File: config.mk
export PLATFORM = sky130hd
export DESIGN_NAME = imh_ctrl
export DESIGN_NICKNAME = d
export VERILOG_FILES = /design/src/sv/indexed_min_heap_macros.svh /design/src/sv/imh_pkg.sv /design/src/sv/imh_ctrl.sv
export SDC_FILE = /design/constraint.sdc
export NUM_CORES = 1
export LEC_CHECK = 0
export BUFFER_PORTS_ARGS = -buffer_cell sky130_fd_sc_hd__buf_2
export CAP_MARGIN = 20
export CELL_PAD_IN_SITES_DETAIL_PLACEMENT = 0
export CELL_PAD_IN_SITES_GLOBAL_PLACEMENT = 1
export CORE_ASPECT_RATIO = 0.8
export CORE_MARGIN = 2
export CORE_UTILIZATION = 35
export DETAILED_ROUTE_END_ITERATION = 8
export PLACE_DENSITY = 0.89
export SLEW_MARGIN = 20
export SYNTH_ARGS = -nofsm -noshare
export SYNTH_HDL_FRONTEND = slang
export SYNTH_SLANG_ARGS = --single-unit
File: constraint.sdc
create_clock -name clk -period 2.1 [get_ports clk]
set_clock_uncertainty 0.2 [all_clocks]
set_input_delay 0.42 -clock clk [delete_from_list [all_inputs] [get_ports clk]]
set_output_delay 0.42 -clock clk [all_outputs]
set_load 0.03 [all_outputs]
File: src/sv/indexed_min_heap_macros.svh
// Assertion helpers for the indexed min-heap; they use the clk and rst_n of the host module.
`ifndef INDEXED_MIN_HEAP_MACROS_SVH
`define INDEXED_MIN_HEAP_MACROS_SVH

// Same-cycle implication.
`define IMH_ASSERT_NOW(lbl, ante, cons, msg) \
    lbl: assert property (@(posedge clk) disable iff (!rst_n) (ante) |-> (cons)) \
        else $error(msg);

// Next-cycle implication.
`define IMH_ASSERT_NEXT(lbl, ante, cons, msg) \
    lbl: assert property (@(posedge clk) disable iff (!rst_n) (ante) |=> (cons)) \
        else $error(msg);

`endif

File: src/sv/imh_pkg.sv
`timescale 1ns / 1ps
package imh_pkg;

    localparam int DEF_CAPACITY = 1024;
    localparam int DEF_KEY_BITS = 32;

    // Stream payload widths, padded to whole bytes, and the handle width.
    localparam int IN_W  = 48;
    localparam int OUT_W = 72;
    localparam int TH_W  = 10;

    typedef enum logic [1:0] {
        OPC_PUSH   = 2'd0,
        OPC_POP    = 2'd1,
        OPC_MODIFY = 2'd2,
        OPC_FLUSH  = 2'd3
    } opcode_t;

    typedef enum logic [1:0] {
        ST_OK         = 2'd0,
        ST_EMPTY      = 2'd1,
        ST_FULL       = 2'd2,
        ST_BAD_HANDLE = 2'd3
    } status_t;

    typedef enum logic [4:0] {
        S_IDLE, S_DISPATCH, S_UP, S_UPC, S_POPL, S_DOWN, S_DA, S_DB, S_DC,
        S_MODP, S_MODH, S_MODQ, S_TOP, S_RES
    } state_t;

    typedef enum logic [4:0] {
        OP_NONE, OP_ACCEPT, OP_ERR, OP_PUSH, OP_RD_PARENT, OP_HOLE_UP, OP_PLACE,
        OP_RD_TOP, OP_OUT, OP_RD_LAST, OP_LD_LAST, OP_RD_C, OP_LD_A, OP_LD_B,
        OP_HOLE_DOWN, OP_RD_POS, OP_LD_P, OP_LD_MOD, OP_FLUSH
    } dp_op_t;

    typedef struct packed {
        dp_op_t  op;
        status_t st;
    } cmd_t;

    typedef struct packed {
        opcode_t op;
        logic    push_full;
        logic    pop_empty;
        logic    th_bad;
        logic    pos_bad;
        logic    h_mismatch;
        logic    p_zero;
        logic    up_lt;
        logic    down_more;
        logic    down_two;
        logic    down_lt;
        logic    out_free;
    } sts_t;

endpackage

File: src/sv/imh_ctrl.sv
`timescale 1ns / 1ps
module imh_ctrl import imh_pkg::*; (
    input  logic clk,
    input  logic rst_n,
    input  logic in_valid,
    output logic in_ready,
    input  sts_t sts,
    output cmd_t cmd
);

    state_t state_reg;
    state_t state_next;

    always_ff @(posedge clk or negedge rst_n)
    begin
        if (!rst_n)
        begin
            state_reg <= S_IDLE;
        end
        else
        begin
            state_reg <= state_next;
        end
    end

    always_comb
    begin
        state_next = state_reg;
        cmd.op     = OP_NONE;
        cmd.st     = ST_OK;
        in_ready   = 1'b0;
        case (state_reg)
            S_IDLE:
            begin
                in_ready = 1'b1;
                if (in_valid)
                begin
                    cmd.op     = OP_ACCEPT;
                    state_next = S_DISPATCH;
                end
            end
            S_DISPATCH:
            begin
                case (sts.op)
                    OPC_PUSH:
                    begin
                        if (sts.push_full)
                        begin
                            cmd.op     = OP_ERR;
                            cmd.st     = ST_FULL;
                            state_next = S_TOP;
                        end
                        else
                        begin
                            cmd.op     = OP_PUSH;
                            state_next = S_UP;
                        end
                    end
                    OPC_POP:
                    begin
                        if (sts.pop_empty)
                        begin
                            cmd.op     = OP_ERR;
                            cmd.st     = ST_EMPTY;
                            state_next = S_TOP;
                        end
                        else
                        begin
                            cmd.op     = OP_RD_LAST;
                            state_next = S_POPL;
                        end
                    end
                    OPC_MODIFY:
                    begin
                        if (sts.th_bad)
                        begin
                            cmd.op     = OP_ERR;
                            cmd.st     = ST_BAD_HANDLE;
                            state_next = S_TOP;
                        end
                        else
                        begin
                            cmd.op     = OP_RD_POS;
                            state_next = S_MODP;
                        end
                    end
                    default:
                    begin
                        cmd.op     = OP_FLUSH;
                        state_next = S_TOP;
                    end
                endcase
            end
            S_UP:
            begin
                if (sts.p_zero)
                begin
                    cmd.op     = OP_PLACE;
                    state_next = S_TOP;
                end
                else
                begin
                    cmd.op     = OP_RD_PARENT;
                    state_next = S_UPC;
                end
            end
            S_UPC:
            begin
                if (sts.up_lt)
                begin
                    cmd.op     = OP_HOLE_UP;
                    state_next = S_UP;
                end
                else
                begin
                    cmd.op     = OP_PLACE;
                    state_next = S_TOP;
                end
            end
            S_POPL:
            begin
                cmd.op     = OP_LD_LAST;
                state_next = S_DOWN;
            end
            S_DOWN:
            begin
                if (sts.down_more)
                begin
                    cmd.op     = OP_RD_C;
                    state_next = S_DA;
                end
                else
                begin
                    cmd.op     = OP_PLACE;
                    state_next = S_TOP;
                end
            end
            S_DA:
            begin
                cmd.op     = OP_LD_A;
                state_next = sts.down_two ? S_DB : S_DC;
            end
            S_DB:
            begin
                cmd.op     = OP_LD_B;
                state_next = S_DC;
            end
            S_DC:
            begin
                if (sts.down_lt)
                begin
                    cmd.op     = OP_HOLE_DOWN;
                    state_next = S_DOWN;
                end
                else
                begin
                    cmd.op     = OP_PLACE;
                    state_next = S_TOP;
                end
            end
            S_MODP:
            begin
                if (sts.pos_bad)
                begin
                    cmd.op     = OP_ERR;
                    cmd.st     = ST_BAD_HANDLE;
                    state_next = S_TOP;
                end
                else
                begin
                    cmd.op     = OP_LD_P;
                    state_next = S_MODH;
                end
            end
            S_MODH:
            begin
                if (sts.h_mismatch)
                begin
                    cmd.op     = OP_ERR;
                    cmd.st     = ST_BAD_HANDLE;
                    state_next = S_TOP;
                end
                else
                begin
                    cmd.op     = OP_LD_MOD;
                    state_next = sts.p_zero ? S_DOWN : S_MODQ;
                end
            end
            S_MODQ:
            begin
                if (sts.up_lt)
                begin
                    cmd.op     = OP_HOLE_UP;
                    state_next = S_UP;
                end
                else
                begin
                    state_next = S_DOWN;
                end
            end
            S_TOP:
            begin
                cmd.op     = OP_RD_TOP;
                state_next = S_RES;
            end
            S_RES:
            begin
                if (sts.out_free)
                begin
                    cmd.op     = OP_OUT;
                    state_next = S_IDLE;
                end
            end
            default:
            begin
                state_next = S_IDLE;
            end
        endcase
    end

endmodule

==> impl_results.md, run 1 <==
* Gp weighted congestion at 1.01
* Met1 WL at roughly 1300 um
* Xor/xnor share of the synthesized area at 0%
* Port Buffers at 23
* Post-Synth Simple-Gate Area at 39.0%
* Die height at ~47 um
* Final setup viols at 7
* Fin nets at about 180
* Synth top cells by count: nand2_1 (10), nor2_1 (10), nor2b_1 (8)
* CTS clk-pin slew, worst paths at roughly 0.03 ns
* Slew @ Worst Pin at 0.397 ns
* Arrival @ worst endpoint at roughly 1.7 ns
* Met2 WL post-DR at between 1500 and 2000 um
* Initial antenna violation count at 0
* Max_cap viols at 0
* N_diodes at 0
* Ys async rst share at 100%
* Routed Wire Length at 3210 um
* Worst Hold Slack at around 0.33 ns
* Setup crit end kind: primary output
* R2R Path Start: state_reg[3]
* Post-Syn Area at between 700 and 800 um^2
* Clk pwr share at around 4.5%
* Vias/cell at just over 6
* Remaining global-route overflow at 0
* Std cell rows at 15
* Crit Path Category: reg2out
* Largest fanout on the critical path at 11
* Crit path from: state_reg[3]
* Fin crit share at 109%
* Synth Area in Adders at 0%
* Max_slew headroom at roughly three quarters
* Synthesized net count at ~130
* Main combinational cell family by area after synthesis: simple AND/OR/NAND/NOR gates
* Clk buf depth at 2
* Fillers at around 190
* Synth Flop Type: dfrtp_1
* H-tree levels at 1
* 1st-iter DRT viols at 54
* VDD IR max at 0.00113 V
* TritonCTS Buffers at 3
* CTS tree: built
* Power, Total at about 0.0020 W
* Gate count of the mapped netlist at 111
* Multiplexer area fraction after synthesis at about 2.5%
* Final setup margin at -0.186 ns
* DRT antenna net count at 0
* Yosys reg bits at 4
* Achievable clock frequency at between 0.4 and 0.5 GHz
* Logic pwr share at 87.4%
* Synth Area in Compound Gates at between 30% and 40%
* Cell variety after synth at slightly above 40
* Drt wl/cell at approximately 17 um
* Hold Vio Cnt, Final at 0
* I/O pin count at 24
* Cell Pwr Density at 1500 nW/um^2
* Highest Signal Layer: met4
* Met3 WL post-DR at between 150 and 200 um
* Share of layout cells above drive strength 1 at between 50% and 60%
* Clk_lat worst skew at between 0.2 and 0.25 ns
* DRC errors left at 0
* DP Wirelength at between 2000 and 2500 um
* DRT Pass-1 Iters at 4
* Vias in the first global route at about 1100
* Startpoint Class: flop
* Max reg flops at 4
* Die X at around 57 um
* Seq pwr share at about 8%
* Fin crit period at between 2 and 2.5 ns
* Num Clock Sinks at 4
* Core ar. at 2160 um^2
* P_sw at around 0.001 W
* Die area at between 2000 and 3000 um^2
* RSZ-0062 raised after global routing: yes
* Area Growth Syn to Fin at 69.0%
* Failing checks: negative setup slack
* Sequential element share of the synthesized area at about an eighth
* Crit path required time at roughly 1.5 ns
* Synth area leader: dfrtp_1
* Largest net degree at the start of global routing at 23
* Yosys top cell area share at 12.6%
* Cell chosen for the clock root: clkbuf_4
* Number of synthesized flops with an enable pin at 0
* First-pass GRT wire length at about 4800 um
* GRT Overall Usage at around a quarter
* Worst hold path class: in2async
* Total vias in the final route at around 1100
* Final Max Slew Viols at 0
* Sw frac at ~49%
* Largest cells by area after synthesis: dfrtp_1 (13%), nor2b_1 (6.3%), nand2b_1 (5.5%)
* Status: finished, violations left
* Warnings, synthesis at 0
* Syn avg cell area at 7.17 um^2
* Power Internal at between 0.001 and 0.0015 W
* Initial Util at 36.9%
* Lkg Pwr at 0.585 nW
==> path summary, 6_finish.rpt <==
kind / end / slack, ns / depth (start not counted)
setup / recovery: cmd[4] / -0.19 / 6
setup reg to reg: state_reg[0] / 0.11 / 7
hold reg to reg: state_reg[3] / 0.68 / 3
max in group asynchronous: state_reg[0] / 1.24 / 2
min in group clk: state_reg[0] / 0.45 / 4
hold / removal: state_reg[2] / 0.33 / 2
==> final cells by class <==
class                      count  area (um^2)  area share [%]
tap                           25         31.3            2.33
timing repair buffer          55          434            32.3
sequential                     4          103            7.63
multi-input combinational     94          739            55.0
inverter                       4         15.0            1.12
clock buffer                   3         22.5            1.67
==> metal layers <==
layer | track usage, % | up-vias
met1 | 30.9 | 542
met2 | 39.3 | 58
met5 | 0 | -
met4 | 9.77 | 0
li1 | - | 523
met3 | 3.09 | 15
==> cell families after synthesis <==
group	Yosys count
simple gates	53
compound gates	39
buf+inv	13
flops	4
mux	2
==> cell usage in the layout, fill, tap and decap left out, types with 3 or more instances in the layout <==
master,instances
nor2b_1,6
nor2_1,9
inv_1,4
buf_4,30
nand2b_1,6
clkbuf_4,3
nand2_1,8
o2bb2ai_1,3
buf_6,7
a22oi_1,4
buf_2,15
==> repair_timing <==
item                                    in CTS  in global routing
endpoints found under the setup margin       7                  8
endpoints found under the hold margin        4                  0
buffers inserted                             0                  5
resized for setup                           16                 22
hold buffers                                 1                  0
cloned                                       0                  1
pin swaps                                    6                  6
==> critical path, stage by stage (launching register included) <==
cell     delay, ns
dfrtp_2       0.42
buf_12        0.15
and3_1        0.17
a21oi_2       0.13
o22ai_1       0.10
a221o_1       0.31
buf_6         0.14
==> power groups by stage <==
stage               registers, W  logic [W]  clock network (W)
floorplan               0.000139   0.000957                  0
global placement        0.000150    0.00139                  0
detailed placement      0.000151    0.00142                  0
CTS                     0.000155    0.00151          0.0000971
global route            0.000171    0.00187          0.0000983
finish                  0.000163    0.00177          0.0000906
==> per-stage QoR <==
stage	setup WS (ns)	util (%)	instances	TNS (ns)	instance area, um^2
after floorplan	-0.0245	-	111	-0.0329	848
after global placement	-0.162	52.6	175	-0.346	1140
after detailed placement	-0.160	52.6	175	-0.366	1140
after CTS	-0.211	56.2	179	-0.957	1210
after global routing	-0.231	62.3	185	-1.20	1350
final	-0.186	62.3	185	-0.827	1350
Power figures use the tool's default switching activity.
==> inputs of run 2 (changes only) <==
--- a/constraint.sdc
+++ b/constraint.sdc
@@ -4,2 +4,2 @@
 set_output_delay 0.42 -clock clk [all_outputs]
-set_load 0.03 [all_outputs]
+set_load 0.005 [all_outputs]
==> impl_results.md, run 2 (same netlist as run 1, synthesis figures left out) <==
* Routed Wire Length at ~3100 um
* Power Internal at between 0.0009 and 0.001 W
* Cell Pwr Density at about 1300 nW/um^2
* Worst Hold Slack at 0.322 ns
* Achievable clock frequency at around 0.45 GHz
* Vias/cell at around 6
* Fin nets at 173
* Die height at roughly 47 um
* Startpoint Class: flop
* I/O pin count at 24
* Largest fanout on the critical path at 3
* Drt wl/cell at between 15 and 20 um
* Initial Util at a little under two fifths
* Fin crit period at roughly 2.2 ns
* Std cell rows at 15
* Cell chosen for the clock root: clkbuf_4
* TritonCTS Buffers at 3
* Clk pwr share at ~5.3%
* Failing checks: negative setup slack
* Port Buffers at 23
* DRC errors left at 0
* Crit path required time at ~1.5 ns
* Clk buf depth at 2
* 1st-iter DRT viols at 60
* Seq pwr share at about a tenth
* Remaining global-route overflow at 0
* DRT antenna net count at 0
* Max_cap viols at 0
* DP Wirelength at between 2000 and 2500 um
* P_sw at approximately 0.00079 W
* Slew @ Worst Pin at about 0.35 ns
* Vias in the first global route at 976
* CTS clk-pin slew, worst paths at approximately 0.04 ns
* Gp weighted congestion at 0.877
* Clk_lat worst skew at roughly 0.23 ns
* Largest net degree at the start of global routing at 15
* Num Clock Sinks at 4
* Die X at 57.3 um
* RSZ-0062 raised after global routing: yes
* Logic pwr share at 84.8%
* Max reg flops at 4
* Total vias in the final route at around 1100
* Most common cell after layout, fill and taps aside: buf_2
* Core ar. at between 2000 and 2500 um^2
* Final setup margin at -0.111 ns
* Setup crit end kind: primary output
* Most frequent cells in the layout: buf_2 (23), buf_4 (18), nor2_1 (10)
* Initial antenna violation count at 0
* First-pass GRT wire length at 4530 um
* Status: finished, violations left
* Crit Path Category: reg2out
* Worst hold path class: in2async
* VDD IR max at approximately 0.0009 V
* Max_slew headroom at between 70% and 80%
* Fillers at 214
* Share of layout cells above drive strength 1 at between 50% and 60%
* Hold Vio Cnt, Final at 0
* CTS tree: built
* DRT Pass-1 Iters at 4
* Lkg Pwr at 0.553 nW
* GRT Overall Usage at a little under a quarter
* Final setup viols at 5
* N_diodes at 0
* H-tree levels at 1
* Sw frac at 46.0%
* Area Growth Syn to Fin at 60.2%
* Fin crit share at 105%
* Die area at approximately 2700 um^2
* Final Max Slew Viols at 0
* Arrival @ worst endpoint at 1.59 ns
* Pre-CTS worst setup slack at -0.0735 ns
[run 2: area by class of cell]
cell class	count	area (um^2)	area share, %
multi-input cells	94	724	56.8
repair buffers	50	375	29.4
flip-flops and latches	4	104	8.15
well taps	25	31.3	2.45
clock buffers	3	22.5	1.77
inverters	4	17.5	1.37
[run 2: path summary, 6_finish.rpt]
kind / startpoint / to / slack [ns] / depth (start not counted)
setup / recovery: state_reg[3] / cmd[1] / -0.11 / 3
hold / removal: rst_n / state_reg[1] / 0.32 / 2
setup reg to reg: state_reg[3] / state_reg[0] / 0.12 / 5
hold reg to reg: state_reg[1] / state_reg[3] / 0.57 / 2
max in group asynchronous: rst_n / state_reg[0] / 1.25 / 2
min in group clk: sts[0] / state_reg[0] / 0.42 / 4
[run 2: repair_timing]
action,in CTS,in global routing
setup buffers,5,4
hold endpoints to repair,4,0
hold buffers,1,0
resized for setup,25,16
gates cloned,1,0
pin swaps,11,6
setup endpoints to repair,7,8
[run 2: critical path: stages (launching register included)]
cell and delay, ns:
dfrtp_2 0.42, or4b_4 0.57, o31ai_2 0.22, buf_2 0.15
[run 2: metrics by stage]
step	power (W)	TNS (ns)	cells	cell area, um^2	utilization, %
2_1_floorplan	0.000846	0	111	801	-
3_3_place_gp	0.00125	-0.0866	167	1050	48.5
3_5_place_dp	0.00127	-0.120	167	1050	48.5
4_1_cts	0.00160	-0.563	177	1210	56.0
5_1_grt	0.00183	-0.915	180	1270	59.1
6_report	0.00172	-0.459	180	1270	59.1
[run 2: power groups by stage]
stage / combinational [W] / clock (W) / sequential (W)
floorplan: 0.000709 / 0 / 0.000137
global placement: 0.00110 / 0 / 0.000152
detailed placement: 0.00111 / 0 / 0.000154
CTS: 0.00134 / 0.0000990 / 0.000166
global route: 0.00155 / 0.000103 / 0.000177
finish: 0.00145 / 0.0000916 / 0.000169
[run 2: metal layers]
| metal | global-route usage [%] | routed length (um) | up-vias |
|---|---|---|---|
| met2 | 37.7 | 1490 | 49 |
| li1 | - | - | 514 |
| met4 | 11.2 | 57 | 0 |
| met1 | 30.2 | 1370 | 505 |
| met3 | 2.25 | 174 | 8 |
| met5 | 0 | 0 | - |
